===== config.mk =====
export PLATFORM = sky130hd
export DESIGN_NAME = bts_ctrl
export DESIGN_NICKNAME = d
export VERILOG_FILES = /design/src/rtl/bts_pkg.sv /design/src/rtl/bts_ctrl.sv
export SDC_FILE = /design/constraint.sdc
export NUM_CORES = 1
export LEC_CHECK = 0
export BUFFER_PORTS_ARGS = -buffer_cell sky130_fd_sc_hd__buf_2
export CAP_MARGIN = 30
export CORE_AREA = 4 4 41 43
export DETAILED_ROUTE_END_ITERATION = 8
export DIE_AREA = 0 0 45 47
export GPL_ROUTABILITY_DRIVEN = 0
export PLACE_DENSITY = 0.4
export SLEW_MARGIN = 20
export SYNTH_ARGS = -nofsm -noshare
export SYNTH_HDL_FRONTEND = slang
export SYNTH_SLANG_ARGS = --single-unit
export TNS_END_PERCENT = 100

===== constraint.sdc =====
create_clock -name clk -period 1.6 [get_ports clk]
set_clock_uncertainty 0.2 [all_clocks]
set_input_delay 0.08 -clock clk [delete_from_list [all_inputs] [get_ports clk]]
set_output_delay 0.08 -clock clk [all_outputs]
set_load 0.005 [all_outputs]

===== src/rtl/bts_pkg.sv =====
// Package for the breakpoint table sampler: operation, kind, status and mode
// codes, the stored entry layout and the control and status bundles.
// Has no dependencies.
`default_nettype none

package bts_pkg;

  localparam int TABLE_DEPTH_DEF = 256;

  localparam int IN_DATA_W  = 64;
  localparam int IN_USER_W  = 5;
  localparam int OUT_DATA_W = 160;
  localparam int OUT_USER_W = 4;

  localparam logic [1:0] FUNC_APPEND = 2'd0;
  localparam logic [1:0] FUNC_SAMPLE = 2'd1;
  localparam logic [1:0] FUNC_CLEAR  = 2'd2;

  localparam logic [1:0] KIND_PLAIN  = 2'd0;
  localparam logic [1:0] KIND_BEGIN  = 2'd1;
  localparam logic [1:0] KIND_INTERP = 2'd2;

  localparam logic [1:0] STAT_OK     = 2'd0;
  localparam logic [1:0] STAT_REJECT = 2'd1;
  localparam logic [1:0] STAT_FULL   = 2'd2;

  localparam logic [1:0] MODE_CONST  = 2'd0;
  localparam logic [1:0] MODE_INTERP = 2'd1;
  localparam logic [1:0] MODE_TRANS  = 2'd2;

  typedef struct packed {
    logic [31:0] pos;
    logic [31:0] value;
    logic [31:0] prior;
    logic [1:0]  kind;
  } bts_entry_t;

  typedef struct packed {
    logic accept;
    logic srch;
    logic rd_p;
    logic rd_n;
    logic cap_n;
    logic load_out;
  } bts_cmd_t;

  typedef struct packed {
    logic start_search;
    logic srch_end;
    logic lo_zero;
    logic out_free;
  } bts_stat_t;

endpackage

`default_nettype wire


===== src/rtl/bts_ctrl.sv =====
// Controller state machine of the breakpoint table sampler.
// Depends on bts_pkg; drives bts_datapath through bts_cmd_t.
`default_nettype none

module bts_ctrl
  import bts_pkg::*;
(
  input  wire logic      clk,
  input  wire logic      rst,
  input  wire logic      s_axis_tvalid,
  output logic           s_axis_tready,
  input  wire bts_stat_t stat,
  output bts_cmd_t       cmd
);

  localparam logic [2:0] S_IDLE  = 3'd0;
  localparam logic [2:0] S_SRCH  = 3'd1;
  localparam logic [2:0] S_RD_P  = 3'd2;
  localparam logic [2:0] S_RD_N  = 3'd3;
  localparam logic [2:0] S_CAP_N = 3'd4;
  localparam logic [2:0] S_DONE  = 3'd5;

  logic [2:0] state;
  logic [2:0] state_next;

  assign s_axis_tready = (state == S_IDLE);

  always_comb begin
    cmd        = '0;
    state_next = state;
    unique case (state)
      S_IDLE: begin
        if (s_axis_tvalid) begin
          cmd.accept = 1'b1;
          state_next = stat.start_search ? S_SRCH : S_DONE;
        end
      end
      S_SRCH: begin
        cmd.srch = 1'b1;
        if (stat.srch_end) begin
          state_next = S_RD_P;
        end
      end
      S_RD_P: begin
        cmd.rd_p   = 1'b1;
        state_next = stat.lo_zero ? S_DONE : S_RD_N;
      end
      S_RD_N: begin
        cmd.rd_n   = 1'b1;
        state_next = S_CAP_N;
      end
      S_CAP_N: begin
        cmd.cap_n  = 1'b1;
        state_next = S_DONE;
      end
      S_DONE: begin
        if (stat.out_free) begin
          cmd.load_out = 1'b1;
          state_next   = S_IDLE;
        end
      end
      default: begin
        state_next = S_IDLE;
      end
    endcase
  end

  always_ff @(posedge clk) begin
    if (rst) begin
      state <= S_IDLE;
    end else begin
      state <= state_next;
    end
  end

  a_done_leaves: assert property (@(posedge clk) disable iff (rst)
    (state == S_DONE && stat.out_free) |=> state == S_IDLE)
    else $error("result loaded but controller did not return to idle");

  a_search_ends: assert property (@(posedge clk) disable iff (rst)
    (state == S_SRCH && stat.srch_end) |=> state == S_RD_P)
    else $error("search finished without fetching the found entry");

  a_no_accept_busy: assert property (@(posedge clk) disable iff (rst)
    (state != S_IDLE) |-> !cmd.accept)
    else $error("transaction accepted while busy");

endmodule

`default_nettype wire


**After elaboration in Yosys (flattened, before gate mapping)**

Cells that the tools add are included.

- Flip-flop bits (word level): 3
- Bits of input ports: 7
- Output and inout bits: 7
- Word-level logic and storage cells: 25

- Reductions and logical operators: 2
- Muxes and demuxes: 14
- Equal/unequal tests: 8

Operators by type and width:

| kind | number |
|---|---|
| one-hot mux 3 bit (6 select lines) | 1 |
| two-way mux 3 bit | 5 |
| two-way mux 1 bit | 8 |
| == test 3 x 2 -> 1 bit (second input constant) | 2 |
| == test 3 bit (second input constant) | 2 |
| inequality test 2 bit (second input constant) | 3 |
| == test 3 x 1 -> 1 bit (second input constant) | 1 |
| zero test 3 bit | 1 |
| AND reduction 3 bit | 1 |

**Longest topological paths before layout**

Gate-level depths: netlist of the first run.

- Depth in word-level cells: 3
- Gate-level depth with buffers: 5
- Gate-level depth less buffers: 4

**Least setup slack after synthesis of the first run**

No wires, ideal clock.

- Kind: reg-to-reg
- From: register state[2]
- To: register state[2]
- Required time: 1.316 ns
- Slack: 0.321 ns
- Cell stages (with the launch flop): 6
- Data arrival time: 0.995 ns
- Period minus slack after synthesis: 1.279 ns
- Path buffers: 1
- Setup time: 0.084 ns
- Cell sequence: dfxtp_1 -> buf_6 -> and2b_4 -> a21oi_2 -> o22a_1 -> o31ai_2

- Longest elaborated chain between the ends: 3
- Elaborated cells on any way between the ends: 11
- Classes of those cells: 8 x eq/ne; 1 x mux; 2 x reduce/logical

RTL lines:

| what | RTL line | text |
|---|---|---|
| start: declaration | bts_ctrl.sv:23 | `logic [2:0] state;` |
| start signal: assignment | bts_ctrl.sv:72 | `state <= state_next;` |
| == test 3 x 1 -> 1 bit (tied with other cells) | bts_ctrl.sv:31 | `unique case (state)` |
| inequality test 2 bit (no line) | -- |  |
| AND reduction 3 bit (no line) | -- |  |

Several ways; a longest one is shown, not always the timed one.
A chain may end at the register's enable or synchronous reset.

==> reports/metrics.yaml, run 1 <==
clock_tree:
  clkTransAtPathRegs_ps: 40
  cts_tree: "yes"
  cts_buffers: 3
  clock_path_buffers: 2
  cts_sinks: 3
  clock_tree.root_cell: "clkbuf_4"
  htree_levels: 1
  clk_latency_ps: 240
layout:
  layout.nets: 61
  final_area_um2: 394
  multi_input_area_um2: 170
  fillers: 152
  drive_gt1_frac: 0.472
  area_growth_pct: 55.2
  antennaDiodeCount: 0
  seqCellArea_um2: 61.3
  postLayoutCoreUtil: 0.303
  instances_no_fill: 68
  largest_reg_flops: 3
  reg.largest.list: "state: 3 flops"
  regMostFlops: "state"
worst_setup_path:
  worst-path-max-fanout: 8
  rr_endpoint: "state[2]$_SDFFE_PP0P_"
  r2r_cells: 4
  crit_path_end: "cmd[0]"
  critical_path_class: "flop to output pin"
  worstSetupStartpoint: "state[1]$_SDFFE_PP0P_"
  crit-reg2reg-launch: "state[2]$_SDFFE_PP0P_"
  required_ps: 1320
  start_kind: "flop"
  worst_setup_path_end_kind: "output pin"
  rrSetupSlack_ps: 150
  critPathArrivalTime_ps: 1230
drt:
  drt_iter0_markers: 3
  met2_length_um: 318
  vias_per_cell: 4.32
  via_count: 294
  wl_per_cell_um: 9.62
  dr.max_layer_used: "met3"
  wl_met3_um: 48
  finalWirelength_um: 654
  drc: 0
  wl_met1_um: 287
  drtAntennaViolNets: 0
  detail_route.first_pass.iterations: 2
pwr:
  p_per_area_nw_per_um2: 1060
  pwr-share-comb: 0.393
  power.switching_w: 0.000145
  intPower_w: 0.000274
  p_sw_frac: 0.346
  ir_worst_vdd_v: 0.000309
  seq_power_share: 0.280
  p_clk_frac: 0.327
  leakagePower_nw: 0.187
min_path:
  hold_start: "stat[2]"
  hold_depth: 4
  hp-class: "primary input to flop"
global_route:
  track_usage: 0.0749
  grt_pass1_vias: 291
  grt_pass1_wl_mm: 1.12
  gr-total-overflow: 0
  grt_max_degree: 11
  antenna_found_initial: 0
timing:
  tightestPinTransition_ps: 323
  hold_violations: 0
  finalCritPeriodShare: 0.946
  setup_viol: 0
  period_minus_slack_ps: 1510
  setup_ws_ps: 86.4
  clock.fmax_mhz: 661
  slew_viol_final: 0
  relSlewSlack: 0.785
  rsz0062_at_grt: "false"
  tns_ps: 0
floorplan:
  ios: 14
  fp-row-count: 13
  start_util: 0.195
  dieWidth_um: 45
  fp.dieH_um: 47
  core_um2: 1300
  dieArea_um2: 2120
synth:
  synth_top_area_frac: 0.236
  ys_seq_area_frac: 0.236
  synth-edff-count: 0
  synthTopCellsByCount: "5 x a21oi_1, 4 x nor3_1, 3 x a211oi_1, 3 x dfxtp_1, 3 x nor2_1"
  netlist_area_um2: 254
  ys_ff_latch: 3
  syn_inst: 34
  synth.top_cells.by_area: "dfxtp_1 24%, a21oi_1 9.9%, a211oi_1 8.9%"
  ys_types: 19
  yosys_warnings: 0
  synth_largest_area_cell: "dfxtp_1"
  syn-num-nets: 41
  yosysMostFrequentCell: "a21oi_1"
  postSynth.asyncResetShare: 0
  ys.flop_type: "dfxtp_1"
  syn_avg_cell_area_um2: 7.47
placement:
  dpl_cell_area_um2: 332
  dpl_worst_slack_ps: 161
  dp_cells: 61
  hpwl_um: 486
  port_buffers: 13
job:
  max_cap_viol_count: 0
outcome:
  status: "complete, no violations"
==> power groups by stage <==
stage | combinational [W] | clock, W | sequential, W
floorplan | 0.000127 | 0 | 0.0000987
global placement | 0.000163 | 0 | 0.000119
detailed placement | 0.000160 | 0 | 0.000117
CTS | 0.000166 | 0.000141 | 0.000116
global route | 0.000187 | 0.000147 | 0.000123
finish | 0.000165 | 0.000137 | 0.000118
==> cell usage in the layout, fill, tap and decap left out, drive strengths merged <==
master	instances
dlygate4sd3	3
dfxtp	3
inv	2
and3	2
nor3	4
and2	1
o22a	1
nand3	1
nor2	3
clkbuf	4
buf	15
nor3b	2
a211oi	3
o31ai	1
a21oi	6
nor2b	1
and2b	1
==> per-layer routing <==
| layer | global-route usage | up-vias |
|---|---|---|
| li1 | - | 160 |
| met1 | 0.0769 | 123 |
| met2 | 0.119 | 11 |
| met3 | 0.0268 | 0 |
| met4 | 0.0702 | 0 |
| met5 | 0 | - |
==> layout make-up <==
cell class              instances  share of cell area
multi-input cells              26               0.432
repair buffers                 18               0.279
inverters                       2              0.0190
well taps                      15              0.0476
flip-flops and latches          3               0.156
clock buffers                   4              0.0667
==> critical path, stage by stage, from the launching register on <==
cell     delay, ps
dfxtp_1        450
and2b_4        240
and3_2         190
buf_2          120
==> logic make-up after synthesis <==
| group | Yosys count | synth area share |
|---|---|---|
| compound gates | 11 | 0.305 |
| buf+inv | 5 | 0.113 |
| simple gates | 15 | 0.345 |
| flops | 3 | 0.236 |
==> worst min-delay path by stage <==
stage	to	slack, ps
after floorplan	state[0]$_SDFFE_PP0P_	-40
after CTS	state[0]$_SDFFE_PP0P_	30
after detailed placement	state[0]$_SDFFE_PP0P_	120
after global routing	state[0]$_SDFFE_PP0P_	60
final	state[0]$_SDFFE_PP0P_	20
after global placement	state[0]$_SDFFE_PP0P_	130
==> repair_timing <==
item / in CTS / in global routing
hold buffers: 3 / 0
endpoints found under the hold margin: 3 / 0
resized for setup: 0 / 2
endpoints found under the setup margin: 0 / 2
buffers inserted: 0 / 0
==> metrics by stage <==
step                      hold WS, ps  total power [W]
after global placement            126         0.000282
final                            16.3         0.000419
after floorplan                 -41.5         0.000226
after CTS                        28.2         0.000424
after detailed placement          118         0.000277
after global routing             56.5         0.000457
Power figures use the tool's default switching activity.
==> inputs of run 2 (changes only) <==
--- a/config.mk
+++ b/config.mk
@@ -11,7 +11,8 @@
 export DETAILED_ROUTE_END_ITERATION = 8
 export DIE_AREA = 0 0 45 47
 export GPL_ROUTABILITY_DRIVEN = 0
-export PLACE_DENSITY = 0.4
+export PLACE_DENSITY = 0.51
+export SKIP_LAST_GASP = 1
 export SLEW_MARGIN = 20
 export SYNTH_ARGS = -nofsm -noshare
 export SYNTH_HDL_FRONTEND = slang
==> run 2 against run 1 <==
Core utilization is 0.38 points lower. Sequential power is 3% lower. Combinational power is 4% higher. Sequential share of layout area is 0.20 points higher. Final cell count stayed put.
==> reports/metrics.yaml, run 2 (same netlist as run 1, synthesis figures left out) <==
global_route:
  grt_pass1_vias: 280  # was 291
  grt_max_degree: 14  # was 11
  antenna_found_initial: 0  # unchanged
  grt_pass1_wl_mm: 1.03  # was 1.12 mm
  track_usage: 0.0718  # was 0.0749
  gr-total-overflow: 0  # unchanged
worst_setup_path:
  worst-path-max-fanout: 13  # was 8
  path_depth: 3  # unchanged
  crit_family: "simple AND/OR/NAND/NOR gates"  # was flip-flops
  crit_buf_inv: 1  # unchanged
  critPathArrivalTime_ps: 1220  # was 1230 ps
  rrSetupSlack_ps: 170  # was 150 ps
  required_ps: 1320  # about the same
  crit_path_top_delay_cell: "dfxtp_2"  # was dfxtp_1
  worst_setup_path_end_kind: "output pin"  # unchanged
  crit_chain: "and2b_4, and3_2, buf_2"  # unchanged
  critical_path_class: "flop to output pin"  # unchanged
  max_stage_delay_ps: 430  # was 450 ps
  r2r_cells: 4  # unchanged
  start_kind: "flop"  # unchanged
drt:
  drtAntennaViolNets: 0  # unchanged
  drc: 0  # unchanged
  wl_per_cell_um: 10.1  # was 9.62 um
  drt_iter0_markers: 3  # unchanged
  finalWirelength_um: 690  # was 654 um
  vias_per_cell: 4.32  # unchanged
  via_count: 294  # unchanged
  detail_route.first_pass.iterations: 2  # unchanged
timing:
  period_minus_slack_ps: 1500  # was 1510 ps
  hold_violations: 0  # unchanged
  tightestPinTransition_ps: 299  # was 323 ps
  rsz0062_at_grt: "false"  # unchanged
  clock.fmax_mhz: 668  # was 661 MHz
  setup_viol: 0  # unchanged
  relSlewSlack: 0.800  # was 0.785
  holdWs_ps: 12.2  # was 16.3 ps
  finalCritPeriodShare: 0.936  # was 0.946
  slew_viol_final: 0  # unchanged
  tns_ps: 0  # unchanged
clock_tree:
  cts_buffers: 3  # unchanged
  postCtsSetupBuffers: 0  # unchanged
  clkTransAtPathRegs_ps: 40  # about the same
  clock_tree.root_cell: "clkbuf_4"  # unchanged
  clk_latency_ps: 240  # about the same
  cts_sinks: 3  # unchanged
  htree_levels: 1  # unchanged
  clock_path_buffers: 2  # unchanged
  cts_tree: "yes"  # unchanged
layout:
  fillers: 148  # was 152
  final_common_cell: "buf_2"  # unchanged
  final_cell_mix: "13 x buf_2, 5 x a21oi_1, 4 x nor3_1"  # unchanged
  regMostFlops: "state"  # unchanged
  reg.largest.list: "state: 3 flops"  # unchanged
  layout.nets: 61  # unchanged
  area_growth_pct: 53.2  # was 55.2%
  antennaDiodeCount: 0  # unchanged
  drive_gt1_frac: 0.453  # was 0.472
  largest_reg_flops: 3  # unchanged
floorplan:
  dieWidth_um: 45  # unchanged
  dieArea_um2: 2120  # unchanged
  core_um2: 1300  # unchanged
  start_util: 0.195  # unchanged
  fp-row-count: 13  # unchanged
  ios: 14  # unchanged
  fp.dieH_um: 47  # unchanged
pwr:
  p_per_area_nw_per_um2: 1090  # was 1060 nW/um^2
  leakagePower_nw: 0.183  # was 0.187 nW
  ir_worst_vdd_v: 0.000264  # was 0.000309 V
placement:
  port_buffers: 13  # unchanged
min_path:
  hold_depth: 4  # unchanged
  hp-class: "primary input to flop"  # unchanged
outcome:
  status: "complete, no violations"  # unchanged
job:
  max_cap_viol_count: 0  # unchanged
-- run 2: cell counts in the layout (fill, tap and decap cells not counted) --
Identical to the previous run, type by type.
-- run 2: routing by layer --
metal | vias to the layer above | track usage | part of all wire
met3 | 2 | 0.0115 | 0.062
li1 | 160 | - | -
met2 | 13 | 0.0960 | 0.39
met5 | - | 0 | 0
met4 | 0 | 0.0877 | 0.025
met1 | 119 | 0.0884 | 0.52
-- run 2: stage by stage --
stage	worst slack (ps)	power, W	utilization	instances	instance area, um^2
finish	102	0.000422	0.299	68	389
global route	25.4	0.000459	0.299	68	389
CTS	87.3	0.000431	0.299	68	389
detailed placement	165	0.000281	0.255	61	332
global placement	154	0.000283	0.255	61	332
floorplan	321	0.000226	-	34	254
-- run 2: final cells by class --
| class | instances | area [um^2] | share of cell area |
|---|---|---|---|
| Multi-Input combinational cell | 26 | 165 | 0.424 |
| Timing Repair Buffer | 18 | 110 | 0.283 |
| Sequential cell | 3 | 61.3 | 0.158 |
| Clock buffer | 4 | 26.3 | 0.0675 |
| Tap cell | 15 | 18.8 | 0.0482 |
| Inverter | 2 | 7.51 | 0.0193 |
-- run 2: report_power, final --
group          internal, W  switching, W
clock network    0.0000937     0.0000434
logic            0.0000931     0.0000783
registers        0.0000884     0.0000252
-- run 2: what timing repair did --
item                       in CTS  in global routing
hold buffers                    3                  0
hold endpoints to repair        3                  0
gates resized for setup         1                  0
setup endpoints to repair       1                  0
-- run 2: worst min-delay path, delay by kind of cell --
family	cells	cell delay [ps]
AO/OA/AOI/OAI	3	220
buffers and inverters	1	90
-- run 2: worst paths after layout --
| path | from | end |
|---|---|---|
| setup / recovery | state[1]$_SDFFE_PP0P_ | cmd[0] |
| setup reg to reg | state[2]$_SDFFE_PP0P_ | state[2]$_SDFFE_PP0P_ |
| hold reg to reg | state[1]$_SDFFE_PP0P_ | state[0]$_SDFFE_PP0P_ |
| hold / removal | stat[2] | state[0]$_SDFFE_PP0P_ |
==> inputs of run 3 (changes only) <==
--- a/config.mk
+++ b/config.mk
@@ -7,11 +7,13 @@
 export LEC_CHECK = 0
 export BUFFER_PORTS_ARGS = -buffer_cell sky130_fd_sc_hd__buf_2
 export CAP_MARGIN = 30
+export CELL_PAD_IN_SITES_DETAIL_PLACEMENT = 1
+export CELL_PAD_IN_SITES_GLOBAL_PLACEMENT = 1
 export CORE_AREA = 4 4 41 43
 export DETAILED_ROUTE_END_ITERATION = 8
 export DIE_AREA = 0 0 45 47
 export GPL_ROUTABILITY_DRIVEN = 0
-export PLACE_DENSITY = 0.51
+export PLACE_DENSITY = 0.65
 export SKIP_LAST_GASP = 1
 export SLEW_MARGIN = 20
 export SYNTH_ARGS = -nofsm -noshare
==> run 3 against run 2 <==
Cell area up 1.3%. Core utilization up 0.38 points. Setup slack worse by 17 ps. Total power up 1.3%. Maximum frequency down 1.1%. Sequential share of layout area down 0.20 points. Critical path depth unchanged. Worst hold slack better by 23 ps. Non-clock buffer count unchanged. Critical path type unchanged. Critical endpoint unchanged. Largest cell class unchanged. Highest routed layer unchanged.
==> reports/metrics.yaml, run 3 (same netlist as run 1, synthesis figures left out) <==
outcome:
  status: "complete, no violations"  # unchanged
global_route:
  grt.busiest_layer: "met2"  # unchanged
  grt_use_met1: 0.0930  # was 0.0884
  grt_pass1_wl_mm: 1.18  # was 1.03 mm
  track_usage: 0.0845  # was 0.0718
  antenna_found_initial: 0  # unchanged
  grt_pass1_vias: 292  # was 280
  gr-total-overflow: 0  # unchanged
  grt_max_degree: 14  # unchanged
  gr-usage-met3: 0.0230  # was 0.0115
  grt_use_met2: 0.127  # was 0.0960
floorplan:
  start_util: 0.195  # unchanged
  core_um2: 1300  # unchanged
  fp.dieH_um: 47  # unchanged
  dieArea_um2: 2120  # unchanged
  dieWidth_um: 45  # unchanged
  ios: 14  # unchanged
  fp-row-count: 13  # unchanged
worst_setup_path:
  r2r_cells: 4  # unchanged
  rr_endpoint: "state[0]$_SDFFE_PP0P_"  # was state[2]$_SDFFE_PP0P_
  crit-reg2reg-launch: "state[0]$_SDFFE_PP0P_"  # was state[2]$_SDFFE_PP0P_
  rrSetupSlack_ps: 210  # was 170 ps
  worst_setup_path_end_kind: "output pin"  # unchanged
  critPathArrivalTime_ps: 1230  # was 1220 ps
  critical_path_class: "flop to output pin"  # unchanged
  start_kind: "flop"  # unchanged
  required_ps: 1320  # about the same
  worst-path-max-fanout: 13  # unchanged
drt:
  detail_route.first_pass.iterations: 3  # was 2
  drt_iter0_markers: 5  # was 3
  via_count: 309  # was 294
  finalWirelength_um: 741  # was 690 um
  vias_per_cell: 4.54  # was 4.32
  drc: 0  # unchanged
  drtAntennaViolNets: 0  # unchanged
  wl_per_cell_um: 10.9  # was 10.1 um
timing:
  period_minus_slack_ps: 1510  # was 1500 ps
  setup_viol: 0  # unchanged
  relSlewSlack: 0.763  # was 0.800
  clock.fmax_mhz: 660  # was 668 MHz
  tns_ps: 0  # unchanged
  tightestPinTransition_ps: 355  # was 299 ps
  slew_viol_final: 0  # unchanged
  hold_violations: 0  # unchanged
  rsz0062_at_grt: "false"  # unchanged
  finalCritPeriodShare: 0.947  # was 0.936
layout:
  final_area_um2: 394  # was 389 um^2
  seqCellArea_um2: 61.3  # unchanged
  area_growth_pct: 55.2  # was 53.2%
  layout.nets: 61  # unchanged
  fillers: 181  # was 148
  reg.largest.list: "state: 3 flops"  # unchanged
  regMostFlops: "state"  # unchanged
  final_common_cell: "buf_2"  # unchanged
  largest_reg_flops: 3  # unchanged
  multi_input_area_um2: 170  # was 165 um^2
  final_cell_mix: "13 x buf_2, 5 x a21oi_1"  # was 13 x buf_2, 5 x a21oi_1, 4 x nor3_1
  drive_gt1_frac: 0.472  # was 0.453
  antennaDiodeCount: 0  # unchanged
pwr:
  p_clk_frac: 0.322  # was 0.325
  p_per_area_nw_per_um2: 1090  # about the same
  p_sw_frac: 0.355  # was 0.348
  power.switching_w: 0.000152  # was 0.000147 W
  seq_power_share: 0.282  # was 0.269
  pwr-share-comb: 0.396  # was 0.406
  leakagePower_nw: 0.186  # was 0.183 nW
  ir_worst_vdd_v: 0.000331  # was 0.000264 V
  intPower_w: 0.000276  # was 0.000275 W
clock_tree:
  htree_levels: 1  # unchanged
  clock_tree.root_cell: "clkbuf_4"  # unchanged
  cts_buffers: 3  # unchanged
  postCtsSetupBuffers: 0  # unchanged
  clkTransAtPathRegs_ps: 40  # about the same
  cts_tree: "yes"  # unchanged
  cts_sinks: 3  # unchanged
  clock_path_buffers: 2  # unchanged
  clk_latency_ps: 240  # about the same
job:
  max_cap_viol_count: 0  # unchanged
min_path:
  hold_end: "state[2]$_SDFFE_PP0P_"  # was state[0]$_SDFFE_PP0P_
  hold_depth: 4  # unchanged
  hold_start: "stat[3]"  # was stat[2]
  hp-class: "primary input to flop"  # unchanged
placement:
  hpwl_um: 538
  dpl_cell_area_um2: 332  # unchanged
  port_buffers: 13  # unchanged
==> run 3: area by class of cell <==
cell class / instances / area share
multi-input cells: 26 / 0.432
repair buffers: 18 / 0.279
flip-flops and latches: 3 / 0.156
clock buffers: 4 / 0.0667
well taps: 15 / 0.0476
inverters: 2 / 0.0190
==> run 3: critical path, cell delays in order, from the launching register on <==
cell     delay (ps)
dfxtp_2         440
and2b_4         230
and3_2          200
buf_2           120
==> run 3: worst max path at each step <==
stage | slack (ps) | startpoint | end | cells past startpoint
2_1_floorplan | 320 | state[2]$_SDFFE_PP0P_ | state[2]$_SDFFE_PP0P_ | 5
3_3_place_gp | 170 | state[1]$_SDFFE_PP0P_ | state[0]$_SDFFE_PP0P_ | 4
3_5_place_dp | 140 | state[1]$_SDFFE_PP0P_ | state[2]$_SDFFE_PP0P_ | 4
4_1_cts | 70 | state[2]$_SDFFE_PP0P_ | cmd[5] | 4
5_1_grt | 10 | state[0]$_SDFFE_PP0P_ | cmd[3] | 3
6_report | 90 | state[1]$_SDFFE_PP0P_ | cmd[0] | 3
==> run 3: power groups by stage <==
stage / clock (W) / combinational (W) / sequential [W]
after floorplan: 0 / 0.000127 / 0.0000987
after global placement: 0 / 0.000161 / 0.000120
after detailed placement: 0 / 0.000164 / 0.000120
after CTS: 0.000141 / 0.000170 / 0.000119
after global routing: 0.000150 / 0.000190 / 0.000124
final: 0.000138 / 0.000169 / 0.000120
==> run 3: repair_timing <==
action / 4_1_cts / 5_1_grt
pin swaps: 0 / 0
setup endpoints to repair: 1 / 1
hold endpoints to repair: 3 / 0
resized for setup: 1 / 1
hold buffers: 3 / 0
==> run 3: metal layers <==
layer	up-vias	routed length [um]	part of all wire
met3	2	43	0.058
met2	11	363	0.49
met4	0	21	0.028
met1	137	313	0.42
li1	159	-	-
met5	-	0	0
==> run 3: stage by stage <==
step / setup WS [ps] / std cells / utilization / hold slack [ps] / power, W
after global routing: 11.3 / 68 / 0.303 / 72.1 / 0.000464
after detailed placement: 144 / 61 / 0.255 / 121 / 0.000283
after floorplan: 321 / 34 / - / -41.5 / 0.000226
after CTS: 65.2 / 68 / 0.299 / 35.1 / 0.000430
after global placement: 173 / 61 / 0.255 / 124 / 0.000280
final: 85.2 / 68 / 0.303 / 35.0 / 0.000428
